**config.mk**
```make
export PLATFORM = sky130hd
export DESIGN_NAME = controller_frame_receiver_top
export DESIGN_NICKNAME = d
export VERILOG_FILES = /design/src/hdl/cfr_pkg.sv /design/src/hdl/cfr_front.sv /design/src/hdl/cfr_queue.sv /design/src/hdl/cfr_back.sv /design/src/hdl/controller_frame_receiver_top.sv
export SDC_FILE = /design/constraint.sdc
export NUM_CORES = 1
export LEC_CHECK = 0
export ABC_AREA = 0
export ABC_CLOCK_PERIOD_IN_PS = 9200
export BUFFER_PORTS_ARGS = -buffer_cell sky130_fd_sc_hd__buf_4
export CORE_ASPECT_RATIO = 1.25
export CORE_UTILIZATION = 40
export CTS_BUF_LIST = sky130_fd_sc_hd__clkbuf_4 sky130_fd_sc_hd__clkbuf_8
export DETAILED_ROUTE_END_ITERATION = 10
export GPL_TIMING_DRIVEN = 0
export PLACE_DENSITY = 0.68
export REMOVE_ABC_BUFFERS = 1
export SLEW_MARGIN = 15
export SYNTH_ARGS = -nofsm -noshare
export SYNTH_HDL_FRONTEND = slang
export SYNTH_SLANG_ARGS = --single-unit
```
**constraint.sdc**
```tcl
create_clock -name aclk -period 9.2 [get_ports aclk]
set_input_delay 0.92 -clock aclk [delete_from_list [all_inputs] [get_ports aclk]]
set_output_delay 0.92 -clock aclk [all_outputs]
set_load 0.05 [all_outputs]
```
**src/hdl/cfr_pkg.sv**
```systemverilog
// Shared types and constants of the controller frame receiver.
package cfr_pkg;

    // Result status codes
    localparam logic [1:0] ST_OK      = 2'd0;
    localparam logic [1:0] ST_BADSUM  = 2'd1;
    localparam logic [1:0] ST_TIMEOUT = 2'd2;
    localparam logic [1:0] ST_TOOLONG = 2'd3;

    // Input item kinds
    localparam logic REQ_BYTE = 1'b0;
    localparam logic REQ_TICK = 1'b1;

    // Held controller data
    localparam int HELD_DEPTH = 6;
    localparam int HELD_IDX_W = $clog2(HELD_DEPTH);
    localparam int HELD_CNT_W = $clog2(HELD_DEPTH + 1);

    // Event queue between front and back
    localparam int Q_DEPTH = 2;
    localparam int Q_PTR_W = (Q_DEPTH > 1) ? $clog2(Q_DEPTH) : 1;
    localparam int Q_CNT_W = $clog2(Q_DEPTH + 1);

    // Register map
    localparam logic REG_TIMEOUT = 1'b0;
    localparam logic [15:0] TIMEOUT_RESET = 16'd100;

    typedef logic [7:0] byte_t;

    // One classified event: status plus the bytes to commit on success
    typedef struct packed {
        logic [1:0]                  status;
        logic [HELD_CNT_W-1:0]       commit_cnt;
        byte_t [HELD_DEPTH-1:0]      stage;
    } cfr_event_t;

endpackage

```
**src/hdl/cfr_front.sv**
```systemverilog
// Front part: parses bytes and ticks into frame events.
module cfr_front #(
    parameter int MAX_PAYLOAD = 16
) (
    input  logic                aclk,
    input  logic                aresetn,
    input  logic [15:0]         timeout_ticks,
    input  logic                s_valid,
    output logic                s_ready,
    input  logic                s_req_type,
    input  logic [7:0]          s_rx_byte,
    input  logic                ev_ready,
    output logic                ev_valid,
    output cfr_pkg::cfr_event_t ev
);

    localparam logic [1:0] PH_HUNT = 2'd0;
    localparam logic [1:0] PH_LEN  = 2'd1;
    localparam logic [1:0] PH_DATA = 2'd2;
    localparam logic [1:0] PH_CSUM = 2'd3;

    logic [1:0]  phase_reg, phase_next;
    logic [7:0]  len_reg, len_next;
    logic [7:0]  count_reg, count_next;
    logic [7:0]  xor_reg, xor_next;
    logic [15:0] elapsed_reg, elapsed_next;
    cfr_pkg::byte_t stage_reg  [cfr_pkg::HELD_DEPTH];
    cfr_pkg::byte_t stage_next [cfr_pkg::HELD_DEPTH];

    logic        accept;
    logic [15:0] elapsed_inc;
    logic [7:0]  count_inc;
    logic        sum_ok;

    assign s_ready     = ev_ready;
    assign accept      = s_valid && s_ready;
    assign elapsed_inc = (elapsed_reg == 16'hFFFF) ? elapsed_reg : elapsed_reg + 16'd1;
    assign count_inc   = count_reg + 8'd1;
    assign sum_ok      = (s_rx_byte == xor_reg) || (xor_reg == 8'hFF && s_rx_byte == 8'hFE);

    always_comb begin
        phase_next   = phase_reg;
        len_next     = len_reg;
        count_next   = count_reg;
        xor_next     = xor_reg;
        elapsed_next = elapsed_reg;
        stage_next   = stage_reg;
        ev_valid     = 1'b0;
        ev.status    = cfr_pkg::ST_OK;
        ev.commit_cnt = '0;
        for (int i = 0; i < cfr_pkg::HELD_DEPTH; i++) begin
            ev.stage[i] = stage_reg[i];
        end
        if (accept) begin
            if (s_req_type == cfr_pkg::REQ_TICK) begin
                if (phase_reg != PH_HUNT) begin
                    elapsed_next = elapsed_inc;
                    if (elapsed_inc > timeout_ticks) begin
                        phase_next   = PH_HUNT;
                        count_next   = '0;
                        xor_next     = '0;
                        elapsed_next = '0;
                        ev_valid     = 1'b1;
                        ev.status    = cfr_pkg::ST_TIMEOUT;
                    end
                end
            end else begin
                unique case (phase_reg)
                    PH_HUNT: begin
                        if (s_rx_byte == 8'hFF) begin
                            phase_next   = PH_LEN;
                            elapsed_next = '0;
                        end
                    end
                    PH_LEN: begin
                        len_next   = s_rx_byte;
                        count_next = '0;
                        xor_next   = '0;
                        if (s_rx_byte > 8'(MAX_PAYLOAD)) begin
                            phase_next   = PH_HUNT;
                            elapsed_next = '0;
                            ev_valid     = 1'b1;
                            ev.status    = cfr_pkg::ST_TOOLONG;
                        end else begin
                            phase_next = (s_rx_byte == 8'd0) ? PH_CSUM : PH_DATA;
                        end
                    end
                    PH_DATA: begin
                        if (count_reg < 8'(cfr_pkg::HELD_DEPTH)) begin
                            stage_next[count_reg[cfr_pkg::HELD_IDX_W-1:0]] = s_rx_byte;
                        end
                        xor_next   = xor_reg ^ s_rx_byte;
                        count_next = count_inc;
                        if (count_inc >= len_reg) begin
                            phase_next = PH_CSUM;
                        end
                    end
                    PH_CSUM: begin
                        phase_next   = PH_HUNT;
                        count_next   = '0;
                        xor_next     = '0;
                        elapsed_next = '0;
                        ev_valid     = 1'b1;
                        if (sum_ok) begin
                            ev.status = cfr_pkg::ST_OK;
                            ev.commit_cnt = (len_reg > 8'(cfr_pkg::HELD_DEPTH)) ?
                                cfr_pkg::HELD_CNT_W'(cfr_pkg::HELD_DEPTH) :
                                len_reg[cfr_pkg::HELD_CNT_W-1:0];
                        end else begin
                            ev.status = cfr_pkg::ST_BADSUM;
                        end
                    end
                    default: begin
                        phase_next = PH_HUNT;
                    end
                endcase
            end
        end
    end

    always_ff @(posedge aclk) begin
        if (!aresetn) begin
            phase_reg   <= PH_HUNT;
            len_reg     <= '0;
            count_reg   <= '0;
            xor_reg     <= '0;
            elapsed_reg <= '0;
        end else begin
            phase_reg   <= phase_next;
            len_reg     <= len_next;
            count_reg   <= count_next;
            xor_reg     <= xor_next;
            elapsed_reg <= elapsed_next;
        end
    end

    always_ff @(posedge aclk) begin
        stage_reg <= stage_next;
    end

endmodule

```
**src/hdl/cfr_queue.sv**
```systemverilog
// Short event queue between the front and back parts.
module cfr_queue (
    input  logic                aclk,
    input  logic                aresetn,
    input  logic                in_valid,
    output logic                in_ready,
    input  cfr_pkg::cfr_event_t in_ev,
    output logic                out_valid,
    input  logic                out_ready,
    output cfr_pkg::cfr_event_t out_ev
);

    cfr_pkg::cfr_event_t mem_reg [cfr_pkg::Q_DEPTH];
    logic [cfr_pkg::Q_PTR_W-1:0] wr_ptr_reg, wr_ptr_next;
    logic [cfr_pkg::Q_PTR_W-1:0] rd_ptr_reg, rd_ptr_next;
    logic [cfr_pkg::Q_CNT_W-1:0] cnt_reg, cnt_next;
    logic push, pop;

    assign in_ready  = (cnt_reg != cfr_pkg::Q_CNT_W'(cfr_pkg::Q_DEPTH));
    assign out_valid = (cnt_reg != '0);
    assign out_ev    = mem_reg[rd_ptr_reg];
    assign push      = in_valid && in_ready;
    assign pop       = out_valid && out_ready;

    always_comb begin
        wr_ptr_next = wr_ptr_reg;
        rd_ptr_next = rd_ptr_reg;
        cnt_next    = cnt_reg;
        if (push) begin
            wr_ptr_next = (wr_ptr_reg == cfr_pkg::Q_PTR_W'(cfr_pkg::Q_DEPTH - 1)) ?
                          '0 : wr_ptr_reg + 1'b1;
        end
        if (pop) begin
            rd_ptr_next = (rd_ptr_reg == cfr_pkg::Q_PTR_W'(cfr_pkg::Q_DEPTH - 1)) ?
                          '0 : rd_ptr_reg + 1'b1;
        end
        if (push && !pop) begin
            cnt_next = cnt_reg + 1'b1;
        end else if (pop && !push) begin
            cnt_next = cnt_reg - 1'b1;
        end
    end

    always_ff @(posedge aclk) begin
        if (!aresetn) begin
            wr_ptr_reg <= '0;
            rd_ptr_reg <= '0;
            cnt_reg    <= '0;
        end else begin
            wr_ptr_reg <= wr_ptr_next;
            rd_ptr_reg <= rd_ptr_next;
            cnt_reg    <= cnt_next;
        end
    end

    always_ff @(posedge aclk) begin
        if (push) begin
            mem_reg[wr_ptr_reg] <= in_ev;
        end
    end

endmodule

```
**src/hdl/cfr_back.sv**
```systemverilog
// Back part: commits frames to the held data and registers decoded results.
module cfr_back (
    input  logic                aclk,
    input  logic                aresetn,
    input  logic                ev_valid,
    output logic                ev_ready,
    input  cfr_pkg::cfr_event_t ev,
    output logic                m_valid,
    input  logic                m_ready,
    output logic [1:0]          m_status,
    output logic signed [8:0]   m_stick_0,
    output logic signed [8:0]   m_stick_1,
    output logic signed [8:0]   m_stick_2,
    output logic signed [8:0]   m_stick_3,
    output logic [3:0]          m_switch_main,
    output logic [1:0]          m_switch_1,
    output logic [1:0]          m_switch_2,
    output logic [1:0]          m_switch_3,
    output logic [1:0]          m_switch_4
);

    cfr_pkg::byte_t held_reg  [cfr_pkg::HELD_DEPTH];
    cfr_pkg::byte_t held_next [cfr_pkg::HELD_DEPTH];
    logic signed [8:0] stick_next [4];
    logic signed [8:0] stick_reg  [4];
    logic        m_valid_reg, m_valid_next;
    logic [1:0]  status_reg;
    logic [7:0]  sw_byte_reg;
    logic [3:0]  main_reg;
    logic        pop;

    assign ev_ready = !m_valid_reg || m_ready;
    assign pop      = ev_valid && ev_ready;

    always_comb begin
        for (int i = 0; i < cfr_pkg::HELD_DEPTH; i++) begin
            held_next[i] = (cfr_pkg::HELD_CNT_W'(i) < ev.commit_cnt) ? ev.stage[i] : held_reg[i];
        end
        for (int k = 0; k < 4; k++) begin
            stick_next[k] = held_next[0][k] ? -$signed({1'b0, held_next[k + 1]}) :
                                               $signed({1'b0, held_next[k + 1]});
        end
        m_valid_next = pop ? 1'b1 : (m_ready ? 1'b0 : m_valid_reg);
    end

    always_ff @(posedge aclk) begin
        if (!aresetn) begin
            m_valid_reg <= 1'b0;
            for (int i = 0; i < cfr_pkg::HELD_DEPTH; i++) begin
                held_reg[i] <= '0;
            end
        end else begin
            m_valid_reg <= m_valid_next;
            if (pop) begin
                held_reg <= held_next;
            end
        end
    end

    // Result payload
    always_ff @(posedge aclk) begin
        if (pop) begin
            status_reg  <= ev.status;
            stick_reg   <= stick_next;
            main_reg    <= held_next[0][7:4];
            sw_byte_reg <= held_next[cfr_pkg::HELD_DEPTH - 1];
        end
    end

    assign m_valid       = m_valid_reg;
    assign m_status      = status_reg;
    assign m_stick_0     = stick_reg[0];
    assign m_stick_1     = stick_reg[1];
    assign m_stick_2     = stick_reg[2];
    assign m_stick_3     = stick_reg[3];
    assign m_switch_main = main_reg;
    assign m_switch_1    = sw_byte_reg[1:0];
    assign m_switch_2    = sw_byte_reg[3:2];
    assign m_switch_3    = sw_byte_reg[5:4];
    assign m_switch_4    = sw_byte_reg[7:6];

endmodule

```
**src/hdl/controller_frame_receiver_top.sv**
```systemverilog
// Top level of the controller frame receiver.
//
//  channel  | ports                        | carries
//  ---------+------------------------------+----------------------------------------
//  input    | s_valid/s_ready, s_*         | one received byte or one time tick
//  result   | m_valid/m_ready, m_*         | status and decoded controller values
//  config   | psel/penable/pwrite/paddr    | timeout_ticks at byte address 0
//
//  One input transfer is taken per cycle while the queue has room; the byte parser
//  updates its state in the accepting cycle, so the sustained rate is one item per clock.
//  A result passes from the transfer that caused it into the event queue, then through
//  the commit and decode stage into the output register.
//  aresetn is synchronous and active low; it empties the queue and output register,
//  returns the parser to header hunting, zeroes the held data and loads timeout 100.
//  A stalled result side fills the two-entry event queue; only then does s_ready drop.
module controller_frame_receiver_top #(
    parameter int MAX_PAYLOAD = 16
) (
    input  logic               aclk,
    input  logic               aresetn,
    // configuration port
    input  logic               psel,
    input  logic               penable,
    input  logic               pwrite,
    input  logic [2:0]         paddr,
    input  logic [31:0]        pwdata,
    output logic [31:0]        prdata,
    output logic               pready,
    // input channel
    input  logic               s_valid,
    output logic               s_ready,
    input  logic               s_req_type,
    input  logic [7:0]         s_rx_byte,
    // result channel
    output logic               m_valid,
    input  logic               m_ready,
    output logic [1:0]         m_status,
    output logic signed [8:0]  m_stick_0,
    output logic signed [8:0]  m_stick_1,
    output logic signed [8:0]  m_stick_2,
    output logic signed [8:0]  m_stick_3,
    output logic [3:0]         m_switch_main,
    output logic [1:0]         m_switch_1,
    output logic [1:0]         m_switch_2,
    output logic [1:0]         m_switch_3,
    output logic [1:0]         m_switch_4
);

    logic [15:0] timeout_reg, timeout_next;
    logic        cfg_write;

    // front -> queue
    logic                fe_valid;
    logic                fe_ready;
    cfr_pkg::cfr_event_t fe_ev;

    // queue -> back
    logic                q_valid;
    logic                q_ready;
    cfr_pkg::cfr_event_t q_ev;

    // Configuration: register index is paddr[2], writes beyond the map drop
    assign pready    = 1'b1;
    assign cfg_write = psel && penable && pwrite && pready;
    assign prdata    = (paddr[2] == cfr_pkg::REG_TIMEOUT) ? {16'd0, timeout_reg} : 32'd0;

    always_comb begin
        timeout_next = timeout_reg;
        if (cfg_write && paddr[2] == cfr_pkg::REG_TIMEOUT) begin
            timeout_next = pwdata[15:0];
        end
    end

    always_ff @(posedge aclk) begin
        if (!aresetn) begin
            timeout_reg <= cfr_pkg::TIMEOUT_RESET;
        end else begin
            timeout_reg <= timeout_next;
        end
    end

    // Parse and classify each transfer
    cfr_front #(
        .MAX_PAYLOAD (MAX_PAYLOAD)
    ) u_front (
        .aclk          (aclk),
        .aresetn       (aresetn),
        .timeout_ticks (timeout_reg),
        .s_valid       (s_valid),
        .s_ready       (s_ready),
        .s_req_type    (s_req_type),
        .s_rx_byte     (s_rx_byte),
        .ev_ready      (fe_ready),
        .ev_valid      (fe_valid),
        .ev            (fe_ev)
    );

    // Decouple parser from result stalls
    cfr_queue u_queue (
        .aclk      (aclk),
        .aresetn   (aresetn),
        .in_valid  (fe_valid),
        .in_ready  (fe_ready),
        .in_ev     (fe_ev),
        .out_valid (q_valid),
        .out_ready (q_ready),
        .out_ev    (q_ev)
    );

    // Commit accepted frames and decode the held data
    cfr_back u_back (
        .aclk          (aclk),
        .aresetn       (aresetn),
        .ev_valid      (q_valid),
        .ev_ready      (q_ready),
        .ev            (q_ev),
        .m_valid       (m_valid),
        .m_ready       (m_ready),
        .m_status      (m_status),
        .m_stick_0     (m_stick_0),
        .m_stick_1     (m_stick_1),
        .m_stick_2     (m_stick_2),
        .m_stick_3     (m_stick_3),
        .m_switch_main (m_switch_main),
        .m_switch_1    (m_switch_1),
        .m_switch_2    (m_switch_2),
        .m_switch_3    (m_switch_3),
        .m_switch_4    (m_switch_4)
    );

`ifndef NO_ASSERTIONS
    // An event is only raised on a transfer the queue has room for
    assert property (@(posedge aclk) disable iff (!aresetn)
        fe_valid |-> (fe_ready && s_valid && s_ready))
        else $error("front raised an event without an accepted transfer");

    // Failed, timed-out and oversize frames commit nothing
    assert property (@(posedge aclk) disable iff (!aresetn)
        (q_valid && q_ev.status != cfr_pkg::ST_OK) |-> (q_ev.commit_cnt == '0))
        else $error("non-ok event carries bytes to commit");

    // Never commit more than the held data holds
    assert property (@(posedge aclk) disable iff (!aresetn)
        q_valid |-> (q_ev.commit_cnt <= cfr_pkg::HELD_CNT_W'(cfr_pkg::HELD_DEPTH)))
        else $error("commit count beyond held data depth");

    // A new result appears only after an event was taken from the queue
    assert property (@(posedge aclk) disable iff (!aresetn)
        $rose(m_valid) |-> $past(q_valid && q_ready))
        else $error("result raised without a queued event");
`endif

endmodule

```
==> metrics.cfg <==
[status]
status = finished, final reports clean

[synth]
netlist_area_mm2 = 0.0141
synthMostInstantiatedCell = edfxtp_1
synth_ff_type = edfxtp_1
synth_top_cell_area_share_pct = 43.6
ys_types = 68
ys_ff_latch = 316
synth_edf_count = 204
yosysSeqAreaShare_pct = 59.5
ys_async_sr_fraction_pct = 0
syn_inst = 1236
yosysWarnings = 0
synth_common_cells = 204 x edfxtp_1, 137 x nand2_1, 112 x dfxtp_1, 88 x nor2_1, 54 x mux2i_1
yosys-top-cells-area = edfxtp_1 44%, dfxtp_1 16%, mux2i_1 3.8%
yosysTopAreaCell = edfxtp_1
avgSynthCellArea_um2 = 11.4

[worst_hold_path]
whs_path_depth = 0
hold_class = reg -> reg
hold_path_end = u_queue.mem_reg[1][43]$_DFFE_PP_
hp-start = u_front.ev[43]$_DFFE_PP_

[pwr]
p_sw_uw = 1480
vdd_drop_max_mv = 0.138
clkPwrFrac_pct = 27.3
leakage_uw = 0.00610
swShare_pct = 34.6
p_comb_share_pct = 30.4
seqPwrFrac_pct = 42.3
p_int_uw = 2800
power_density_mw_per_mm2 = 263

[layout]
syn_to_final_growth_pct = 16.0
final_core_util_pct = 47.3
drive_above_1_share_pct = 17.4
postLayoutCellArea_mm2 = 0.0163
nets = 1420
n_antenna_cell = 0
largest_reg_flops = 106

[cts]
clkTransAtPathRegs_ns = 0.06
insertion_delay_ns = 0.59
htree_num_levels = 2
postCtsHoldBufs = 0
cts_tree = yes
cts_buffers = 50
postCtsSetupBuffers = 0
cts.sinks = 316
clockRootBuffer = clkbuf_8
clockBufferDepth = 3
cts.repair.resized = 0

[global_route]
globalRouteOverflowTotal = 0
grt_pass1_vias = 9215
antenna_found_initial = 0
grt_use_total_pct = 16.2
grt_pass1_wl_um = 46500
grt_max_degree = 130

[route]
post-route-drc-count = 0
drtPass1Iterations = 7
ant_nets = 0
drt_iter0_drc = 760
vias = 9533
via_per_inst = 5.16
wl_um = 28600
wl_per_cell_um = 15.5

[worst_setup_path]
start_kind = flip-flop
crit_arrival_ns = 4.91
r2r-start = u_front.elapsed_reg[6]$_SDFFE_PN0P_
worstSetupPathType = reg -> reg
reg2reg_depth = 12
r2r_slack_ns = 4.57
required_ns = 9.49
worstPathMaxFanout = 11
critical_path.endpoint_type = flip-flop
r2r-end = u_queue.mem_reg[1][39]$_DFFE_PP_

[sta]
worst_pin_slew_ns = 1.15
finalCriticalPeriod_ns = 4.63
max_slew_margin_pct = 23.0
fin_worst_skew_ns = 0.0133
fin_crit_sh_pct = 50.3
clock.fmax_ghz = 0.216
rsz0062_at_grt = no
maxSlewViolCount = 0
setup_viol = 0
finalHoldViolations = 0

[placed_design]
routabilityCongestion = 0.790
post-dp-hpwl_um = 19000
dpl_cell_area_mm2 = 0.0153
port_buffers = 100

[die]
coreArea_mm2 = 0.0345
die_area_mm2 = 0.0359
rows = 76
die_h_um = 212
start_util_pct = 40.7
dieWidth_um = 170
pin_count = 136

[job]
cap_violations = 0

power by group through the flow:
stage	clock, uW	combinational (uW)	sequential (uW)
global placement	0	1210	1880
CTS	1210	1320	1820
detailed placement	0	1310	1840
floorplan	0	535	2230
finish	1170	1300	1810
global route	1270	1400	1830
layout by cell type, fill, tap and decap left out, types with 14 or more instances in the layout:
master    Yosys  final
mux2i_1      54     53
nor2_1       88     87
o21ai_0      45     45
and3_1       18     18
nand2b_1     15     15
nand2_1     137    137
a21oi_1      50     50
and2_1       28     28
ha_1         31     31
o211a_1      15     15
edfxtp_1    204    204
nand3_1      29     29
clkbuf_8      0     55
a21boi_0     30     30
conb_1        2     17
o22ai_1      19     19
nor4_1       16     16
clkbuf_4      0     20
a31oi_1      15     15
xor2_1       14     14
inv_1        35     35
nor2b_1      15     15
xnor2_1      34     34
dfxtp_1     112    111
nor3_1       25     23
buf_4        19    107
cells by family after synthesis:
kind of cell | Yosys count | share of synthesized area (%)
buf+inv | 118 | 3.88
simple gates | 424 | 15.0
compound gates | 234 | 11.3
fa+ha+maj | 31 | 2.76
xor+xnor | 48 | 2.99
flops | 316 | 59.5
other cells | 2 | 0.0534
mux | 63 | 4.57
critical path, cell delays in order, from the launching register on:
cell,delay (ns)
dfxtp_1,0.44
nand4_1,0.40
o311ai_0,0.79
o21ai_0,0.16
o31ai_1,0.14
ha_1,0.32
nand4_1,0.13
nor3_1,0.07
and3_1,0.26
a2111o_1,0.42
nor3_2,0.63
buf_4,0.33
buf_4,0.22
metrics by stage:
stage                     hold slack (ns)  setup slack (ns)  TNS, ns  total power (uW)  std cells
final                               0.438              4.57        0              4290       1847
after global routing                0.449              4.12        0              4500       1847
after CTS                           0.436              4.62        0              4340       1847
after detailed placement            0.429              4.65        0              3160       1754
after global placement              0.422            -0.165   -16.92              3090       1737
after floorplan                     0.421              2.45        0              2760       1169
how the worst max path moves through the flow:
stage	startpoint	to	slack (ns)	depth (start not counted)
final	u_front.elapsed_reg[6]$_SDFFE_PN0P_	u_queue.mem_reg[1][39]$_DFFE_PP_	4.57	12
after global routing	u_front.elapsed_reg[6]$_SDFFE_PN0P_	u_queue.cnt_reg[1]$_SDFFE_PN0P_	4.12	13
after CTS	u_front.elapsed_reg[6]$_SDFFE_PN0P_	u_queue.mem_reg[1][45]$_DFFE_PP_	4.62	12
after detailed placement	u_front.elapsed_reg[6]$_SDFFE_PN0P_	u_queue.cnt_reg[1]$_SDFFE_PN0P_	4.65	14
after global placement	u_front.elapsed_reg[6]$_SDFFE_PN0P_	u_queue.mem_reg[0][33]$_DFFE_PP_	-0.16	10
after floorplan	u_front.elapsed_reg[6]$_SDFFE_PN0P_	u_queue.mem_reg[0][0]$_DFFE_PP_	2.45	10
metal layers:
| metal | track usage (%) | up-vias | routed length, um |
|---|---|---|---|
| met5 | 0 | - | 0 |
| met4 | 6.21 | 0 | 738 |
| met3 | 3.10 | 61 | 1450 |
| met2 | 28.8 | 222 | 14400 |
| met1 | 19.2 | 4563 | 12000 |
| li1 | - | 4687 | - |
final cells by class:
class	count	area, um2
sequential	316	8370
multi-input combinational	817	5250
clock inverter	18	93.8
inverter	36	136
clock buffer	75	907
fill	3136	18200
tap	468	586
timing repair buffer	117	970
(Power assumes the default switching activity.)
